**src/rtl/linear_probe_hash_set_macros.svh**
```systemverilog
// Assertion macros used by the hash set RTL.
`ifndef LINEAR_PROBE_HASH_SET_MACROS_SVH
`define LINEAR_PROBE_HASH_SET_MACROS_SVH

// Property checked outside reset.
`define LPHS_ASSERT(lbl, clk, rst, prop, msg) \
  lbl: assert property (@(posedge clk) disable iff (rst) prop) else $error(msg);

// Property checked at every edge, reset included.
`define LPHS_ASSERT_ALWAYS(lbl, clk, prop, msg) \
  lbl: assert property (@(posedge clk) prop) else $error(msg);

`endif

```
**src/rtl/lphs_pkg.sv**
```systemverilog
// Shared constants, codes and beat types of the hash set.
`timescale 1ns / 1ps
`default_nettype none

package lphs_pkg;

  localparam int CAPACITY   = 1024;
  localparam int SLOT_W     = $clog2(CAPACITY);
  localparam int KEY_W      = 31;
  localparam int SIZE_W     = 11;
  localparam int CMD_W      = 2;
  localparam int STATUS_W   = 3;
  localparam int ENTRY_W    = KEY_W + 1;
  localparam int MOD_CNT_W  = $clog2(KEY_W + 1);

  localparam logic [SIZE_W-1:0] SIZE_RESET = SIZE_W'(1024);

  localparam logic [CMD_W-1:0] CMD_INSERT = 2'd0;
  localparam logic [CMD_W-1:0] CMD_LOOKUP = 2'd1;
  localparam logic [CMD_W-1:0] CMD_READ   = 2'd2;

  localparam logic [STATUS_W-1:0] ST_INSERTED  = 3'd0;
  localparam logic [STATUS_W-1:0] ST_FOUND     = 3'd1;
  localparam logic [STATUS_W-1:0] ST_NOT_FOUND = 3'd2;
  localparam logic [STATUS_W-1:0] ST_FULL      = 3'd3;
  localparam logic [STATUS_W-1:0] ST_READ      = 3'd4;

  typedef struct packed {
    logic [CMD_W-1:0]  command;
    logic [KEY_W-1:0]  key;
    logic [SLOT_W-1:0] slot_index;
  } cmd_t;

  typedef struct packed {
    logic [STATUS_W-1:0] status;
    logic [SLOT_W-1:0]   slot;
    logic [KEY_W-1:0]    stored_key;
    logic                occupied;
  } result_t;

endpackage

`default_nettype wire

```
**src/rtl/lphs_mod.sv**
```systemverilog
// Bit-serial restoring remainder unit: key modulo table size, one key bit per cycle.
`timescale 1ns / 1ps
`default_nettype none

module lphs_mod (
  input  wire logic                      clk,
  input  wire logic                      rst,
  input  wire logic                      go,
  input  wire logic [lphs_pkg::KEY_W-1:0]  dividend,
  input  wire logic [lphs_pkg::SIZE_W-1:0] divisor,
  output logic                           done,
  output logic [lphs_pkg::SLOT_W-1:0]    remainder
);

  import lphs_pkg::*;

  logic                 running;
  logic [MOD_CNT_W-1:0] cnt;
  logic [SIZE_W-1:0]    rem;
  logic [KEY_W-1:0]     sh;
  logic [SIZE_W-1:0]    dvs;
  logic [SIZE_W:0]      trial;
  logic [SIZE_W:0]      diff;
  logic [SIZE_W-1:0]    rem_next;

  assign trial    = {rem, sh[KEY_W-1]};
  assign diff     = trial - {1'b0, dvs};
  // remainder stays below the divisor, so it fits the narrower width
  assign rem_next = (trial >= {1'b0, dvs}) ? diff[SIZE_W-1:0] : trial[SIZE_W-1:0];
  assign remainder = rem[SLOT_W-1:0];

  always_ff @(posedge clk) begin
    if (rst) begin
      running <= 1'b0;
      done    <= 1'b0;
      cnt     <= '0;
    end else begin
      done <= 1'b0;
      if (go) begin
        running <= 1'b1;
        cnt     <= MOD_CNT_W'(KEY_W);
      end else if (running) begin
        cnt <= cnt - 1'b1;
        if (cnt == MOD_CNT_W'(1)) begin
          running <= 1'b0;
          done    <= 1'b1;
        end
      end
    end
  end

  always_ff @(posedge clk) begin
    if (go) begin
      rem <= '0;
      sh  <= dividend;
      dvs <= divisor;
    end else if (running) begin
      rem <= rem_next;
      sh  <= {sh[KEY_W-2:0], 1'b0};
    end
  end

endmodule

`default_nettype wire
```
**config.mk**
```make
export PLATFORM = sky130hd
export DESIGN_NAME = lphs_mod
export DESIGN_NICKNAME = d
export VERILOG_FILES = /design/src/rtl/linear_probe_hash_set_macros.svh /design/src/rtl/lphs_pkg.sv /design/src/rtl/lphs_mod.sv
export SDC_FILE = /design/constraint.sdc
export NUM_CORES = 1
export LEC_CHECK = 0
export BUFFER_PORTS_ARGS = -buffer_cell sky130_fd_sc_hd__buf_2
export CAP_MARGIN = 20
export CORE_MARGIN = 2
export CORE_UTILIZATION = 30
export CTS_BUF_LIST = sky130_fd_sc_hd__clkbuf_16
export CTS_CLUSTER_SIZE = 25
export DETAILED_ROUTE_END_ITERATION = 10
export GPL_TIMING_DRIVEN = 0
export SLEW_MARGIN = 10
export SYNTH_ARGS = -nofsm -noshare
export SYNTH_HDL_FRONTEND = slang
export SYNTH_SLANG_ARGS = --single-unit
```
**constraint.sdc**
```tcl
create_clock -name clk -period 2.2 [get_ports clk]
set_clock_uncertainty 0.05 [all_clocks]
set_input_delay 0.33 -clock clk [delete_from_list [all_inputs] [get_ports clk]]
set_output_delay 0.33 -clock clk [all_outputs]
set_load 0.005 [all_outputs]
```
==> impl_table.tex <==
\begin{tabular}{lr}
\hline
Metric & Value \\
\hline
\multicolumn{2}{l}{\textbf{Worst setup path}} \\
Data arrival at the endpoint of the critical path & 2.65 ns \\
Crit-path slowest cell & sky130\_fd\_sc\_hd\_\_edfxtp\_1 \\
Setup Crit Path Kind & flip-flop to flip-flop \\
Gate family responsible for the most delay along the worst path & compound AO/OA/AOI/OAI gates \\
Crit. End Element & flip-flop \\
Worst path max stage delay & 0.43 ns \\
Reg-to-reg setup timing slack & -0.29 ns \\
Data required time at the worst endpoint & 2.36 ns \\
Worst path buffer plus inverter count & 2 \\
Critical path startpoint category & flip-flop \\
Cell chain of the critical path & inv\_2, ha\_4, fa\_2, and2b\_1, o22a\_1, a41oi\_2, o31ai\_4, buf\_4, or3\_1, a31o\_2 \\
Largest driver fanout on the critical path & 6 \\
\multicolumn{2}{l}{\textbf{Placed design}} \\
Port Buffer Count & 55 \\
Worst-case setup slack after placement & -0.342 ns \\
Cell area after placement & 3670 sq um \\
Placed wire-length estimate after detailed placement & 4900 um \\
Routability congestion estimate & 0.819 \\
Cell Count Post-Placement & 469 \\
\multicolumn{2}{l}{\textbf{Timing}} \\
Count of final hold-check violations & 0 \\
Number of pins with negative max-slew slack in the final report & 0 \\
Post-route clock period utilization & 113\% \\
TNS Setup & -2.24 ns \\
Smallest setup slack after layout & -0.288 ns \\
Worst slew slack as a fraction of its limit & 46.3\% \\
RSZ-0062 raised after global routing & true \\
Worst slew pin tran & 0.802 ns \\
Final setup violation count & 11 \\
Post-route minimum period & 2.49 ns \\
Peak clock frequency supported by timing & 0.402 GHz \\
Min Hold Slack & 0.130 ns \\
\multicolumn{2}{l}{\textbf{Die}} \\
Count of standard-cell rows & 37 \\
Vertical die dimension & 107 um \\
Standard cell core area & 10300 sq um \\
X dimension of the die & 107 um \\
I/O pins & 56 \\
Starting Density & 30.9\% \\
Overall die area & 11500 sq um \\
\multicolumn{2}{l}{\textbf{Global route}} \\
Antenna violations before repair & 0 \\
Maximum number of pins on one net before global-route repair & 17 \\
Number of global-route vias before repair & 2375 \\
Sum of overflow across all layers after global routing & 0 \\
First-pass GRT wire length & 11300 um \\
Total routing usage reported by global routing & 12.6\% \\
\multicolumn{2}{l}{\textbf{Logic synthesis}} \\
Cell count after synthesis & 277 \\
Total number of yosys warnings & 0 \\
Number of synthesized flops with an enable pin & 42 \\
Number of register bits inferred by synthesis & 60 \\
Fraction of registers with async set/reset & 0\% \\
Synthesized cell area & 3190 sq um \\
Syn Area/Cell & 11.5 sq um \\
Post-synth net total & 336 \\
Main synth FF type & sky130\_fd\_sc\_hd\_\_edfxtp\_1 \\
Sequential share of the synthesized area & 50.8\% \\
Unique cell type count in the Yosys netlist & 54 \\
\multicolumn{2}{l}{\textbf{Clocking}} \\
Clock sink total & 60 \\
CTS Root Cell & sky130\_fd\_sc\_hd\_\_clkbuf\_16 \\
CTS H-tree depth & 3 \\
Clock latency reported for the late side of the worst-skew pair & 0.32 ns \\
Clock tree from TritonCTS & yes \\
CTS Buf Count & 9 \\
Maximum clock path buffer count & 2 \\
Clock-pin slew on the worst setup and hold paths & 0.05 ns \\
\multicolumn{2}{l}{\textbf{Routing}} \\
Antenna violation net count after detailed routing & 0 \\
Total wire length & 6840 um \\
Number of DRC violations after detailed routing & 0 \\
Total via count after detailed routing & 2313 \\
Starting DRC count in detailed routing & 120 \\
Via-per-instance ratio & 4.69 \\
First-pass iteration count of the detailed router & 4 \\
Avg WL per Cell & 13.9 um \\
\multicolumn{2}{l}{\textbf{Power}} \\
Power density normalized to cell area & 829 nW/um\^{}2 \\
Total power & 3.42 mW \\
Maximum vdd ir drop & 0.454 mV \\
Total leakage power & 1.76 nW \\
\multicolumn{2}{l}{\textbf{Final layout}} \\
Commonest non-fill, non-tap cell in the layout & sky130\_fd\_sc\_hd\_\_buf\_2 \\
Final standard cell area without fillers & 4120 sq um \\
Number of filler instances in the final layout & 1030 \\
Final antenna diode count & 0 \\
Utilization of the core after routing & 39.9\% \\
Number of nets at the end of the flow & 411 \\
Leading cell types in the layout, fill and taps excluded & 57 x sky130\_fd\_sc\_hd\_\_buf\_2, 42 x sky130\_fd\_sc\_hd\_\_edfxtp\_1, 30 x sky130\_fd\_sc\_hd\_\_mux2\_2 \\
Fraction of final layout cells with drive strength greater than 1 & 38.1\% \\
Final cell count without fillers & 493 \\
Layout overhead on the synthesized area & 29.0\% \\
\multicolumn{2}{l}{\textbf{Run status}} \\
Status & complete, but fails checks \\
Violated checks & negative setup slack \\
\multicolumn{2}{l}{\textbf{Job}} \\
Number of violations of the max-capacitance limit & 0 \\
\multicolumn{2}{l}{\textbf{Min path}} \\
Hold Crit Class & input pin to flip-flop \\
\hline
\end{tabular}
## kinds of logic (layout without fill, tap and decap cells)
logic type / Yosys count / count (layout) / share of synthesized area [%]
mux: 33 / 33 / 11.5
simple gates: 77 / 77 / 12.2
compound gates: 47 / 47 / 11.6
flops: 60 / 60 / 50.8
xor+xnor: 8 / 8 / 2.19
fa+ha+maj: 14 / 14 / 5.72
buf+inv: 38 / 118 / 6.00
## layer usage
layer	track usage, %	routed length, um	share of wire, %
met5	0	0	0
met2	20.7	3250	47
met1	15.4	3060	45
met3	4.44	472	6.9
met4	4.36	54	0.79
## flip-flops by register name, summed over array words and instances, names as in the netlist
signal   cells
cnt          5
done         1
dvs         11
rem         11
running      1
sh          31
## cell usage after synthesis, types with 2 or more instances
cell type / count / area, sq um
sky130_fd_sc_hd__nor2_1: 24 / 90.1
sky130_fd_sc_hd__inv_1: 16 / 60.1
sky130_fd_sc_hd__mux2_2: 30 / 338
sky130_fd_sc_hd__nor2b_1: 2 / 12.5
sky130_fd_sc_hd__nand3b_1: 2 / 15.0
sky130_fd_sc_hd__and2b_1: 2 / 15.0
sky130_fd_sc_hd__nor4_1: 2 / 12.5
sky130_fd_sc_hd__a21oi_1: 7 / 35.0
sky130_fd_sc_hd__a221o_1: 2 / 20.0
sky130_fd_sc_hd__o311a_1: 3 / 30.0
sky130_fd_sc_hd__nor3_1: 6 / 30.0
sky130_fd_sc_hd__buf_2: 3 / 15.0
sky130_fd_sc_hd__xor2_1: 5 / 43.8
sky130_fd_sc_hd__and2_1: 2 / 12.5
sky130_fd_sc_hd__o211ai_1: 7 / 52.6
sky130_fd_sc_hd__ha_1: 13 / 163
sky130_fd_sc_hd__nand2_1: 17 / 63.8
sky130_fd_sc_hd__xnor2_1: 3 / 26.3
sky130_fd_sc_hd__clkbuf_1: 8 / 30.0
sky130_fd_sc_hd__a211o_1: 2 / 17.5
sky130_fd_sc_hd__o21a_1: 2 / 15.0
sky130_fd_sc_hd__a31o_2: 2 / 17.5
sky130_fd_sc_hd__and3_1: 2 / 12.5
sky130_fd_sc_hd__nand2b_1: 3 / 18.8
sky130_fd_sc_hd__mux2i_1: 3 / 30.0
sky130_fd_sc_hd__o21ai_0: 5 / 25.0
sky130_fd_sc_hd__o31ai_1: 2 / 15.0
sky130_fd_sc_hd__buf_4: 10 / 75.1
sky130_fd_sc_hd__nand3_1: 4 / 20.0
sky130_fd_sc_hd__or2_1: 2 / 12.5
sky130_fd_sc_hd__nor3b_1: 2 / 15.0
sky130_fd_sc_hd__edfxtp_1: 42 / 1260
sky130_fd_sc_hd__a21o_1: 4 / 30.0
sky130_fd_sc_hd__dfxtp_1: 18 / 360
## power by group
group / internal [mW] / leakage [nW] / total (mW) / switching (mW)
logic: 0.230 / 1.03 / 0.454 / 0.224
clock network: 1.10 / 0.163 / 1.59 / 0.493
registers: 1.32 / 0.568 / 1.37 / 0.0449
total: 2.65 / 1.76 / 3.42 / 0.762
## layout make-up
| class | count | area [sq um] | share of cell area, % |
|---|---|---|---|
| buffer | 22 | 139 | 3.37 |
| clock buffer | 9 | 225 | 5.47 |
| clock inverter | 7 | 115 | 2.79 |
| inverter | 16 | 63.8 | 1.55 |
| multi-input combinational | 179 | 1410 | 34.2 |
| sequential | 60 | 1620 | 39.4 |
| tap | 136 | 170 | 4.13 |
| timing repair buffer | 64 | 375 | 9.11 |
## repair_timing
item                                    4_1_cts  5_1_grt
endpoints found under the setup margin       11       27
buffers inserted                              3        4
cloned                                        1        0
pin swaps                                    11        5
resized for setup                             5        5
hold buffers                                  0        0
## path summary, 6_finish.rpt
path / start / to / cells after the start
worst min register to register: rem[1]$_SDFFE_PP0P_ / rem[1]$_SDFFE_PP0P_ / 2
worst max register to register: sh[30]$_DFFE_PP_ / rem[8]$_SDFFE_PP0P_ / 10
worst max-delay path: sh[30]$_DFFE_PP_ / rem[8]$_SDFFE_PP0P_ / 10
worst min-delay path: divisor[2] / dvs[2]$_DFFE_PP_ / 1
No activity file was read; power rests on OpenSTA's default activity.
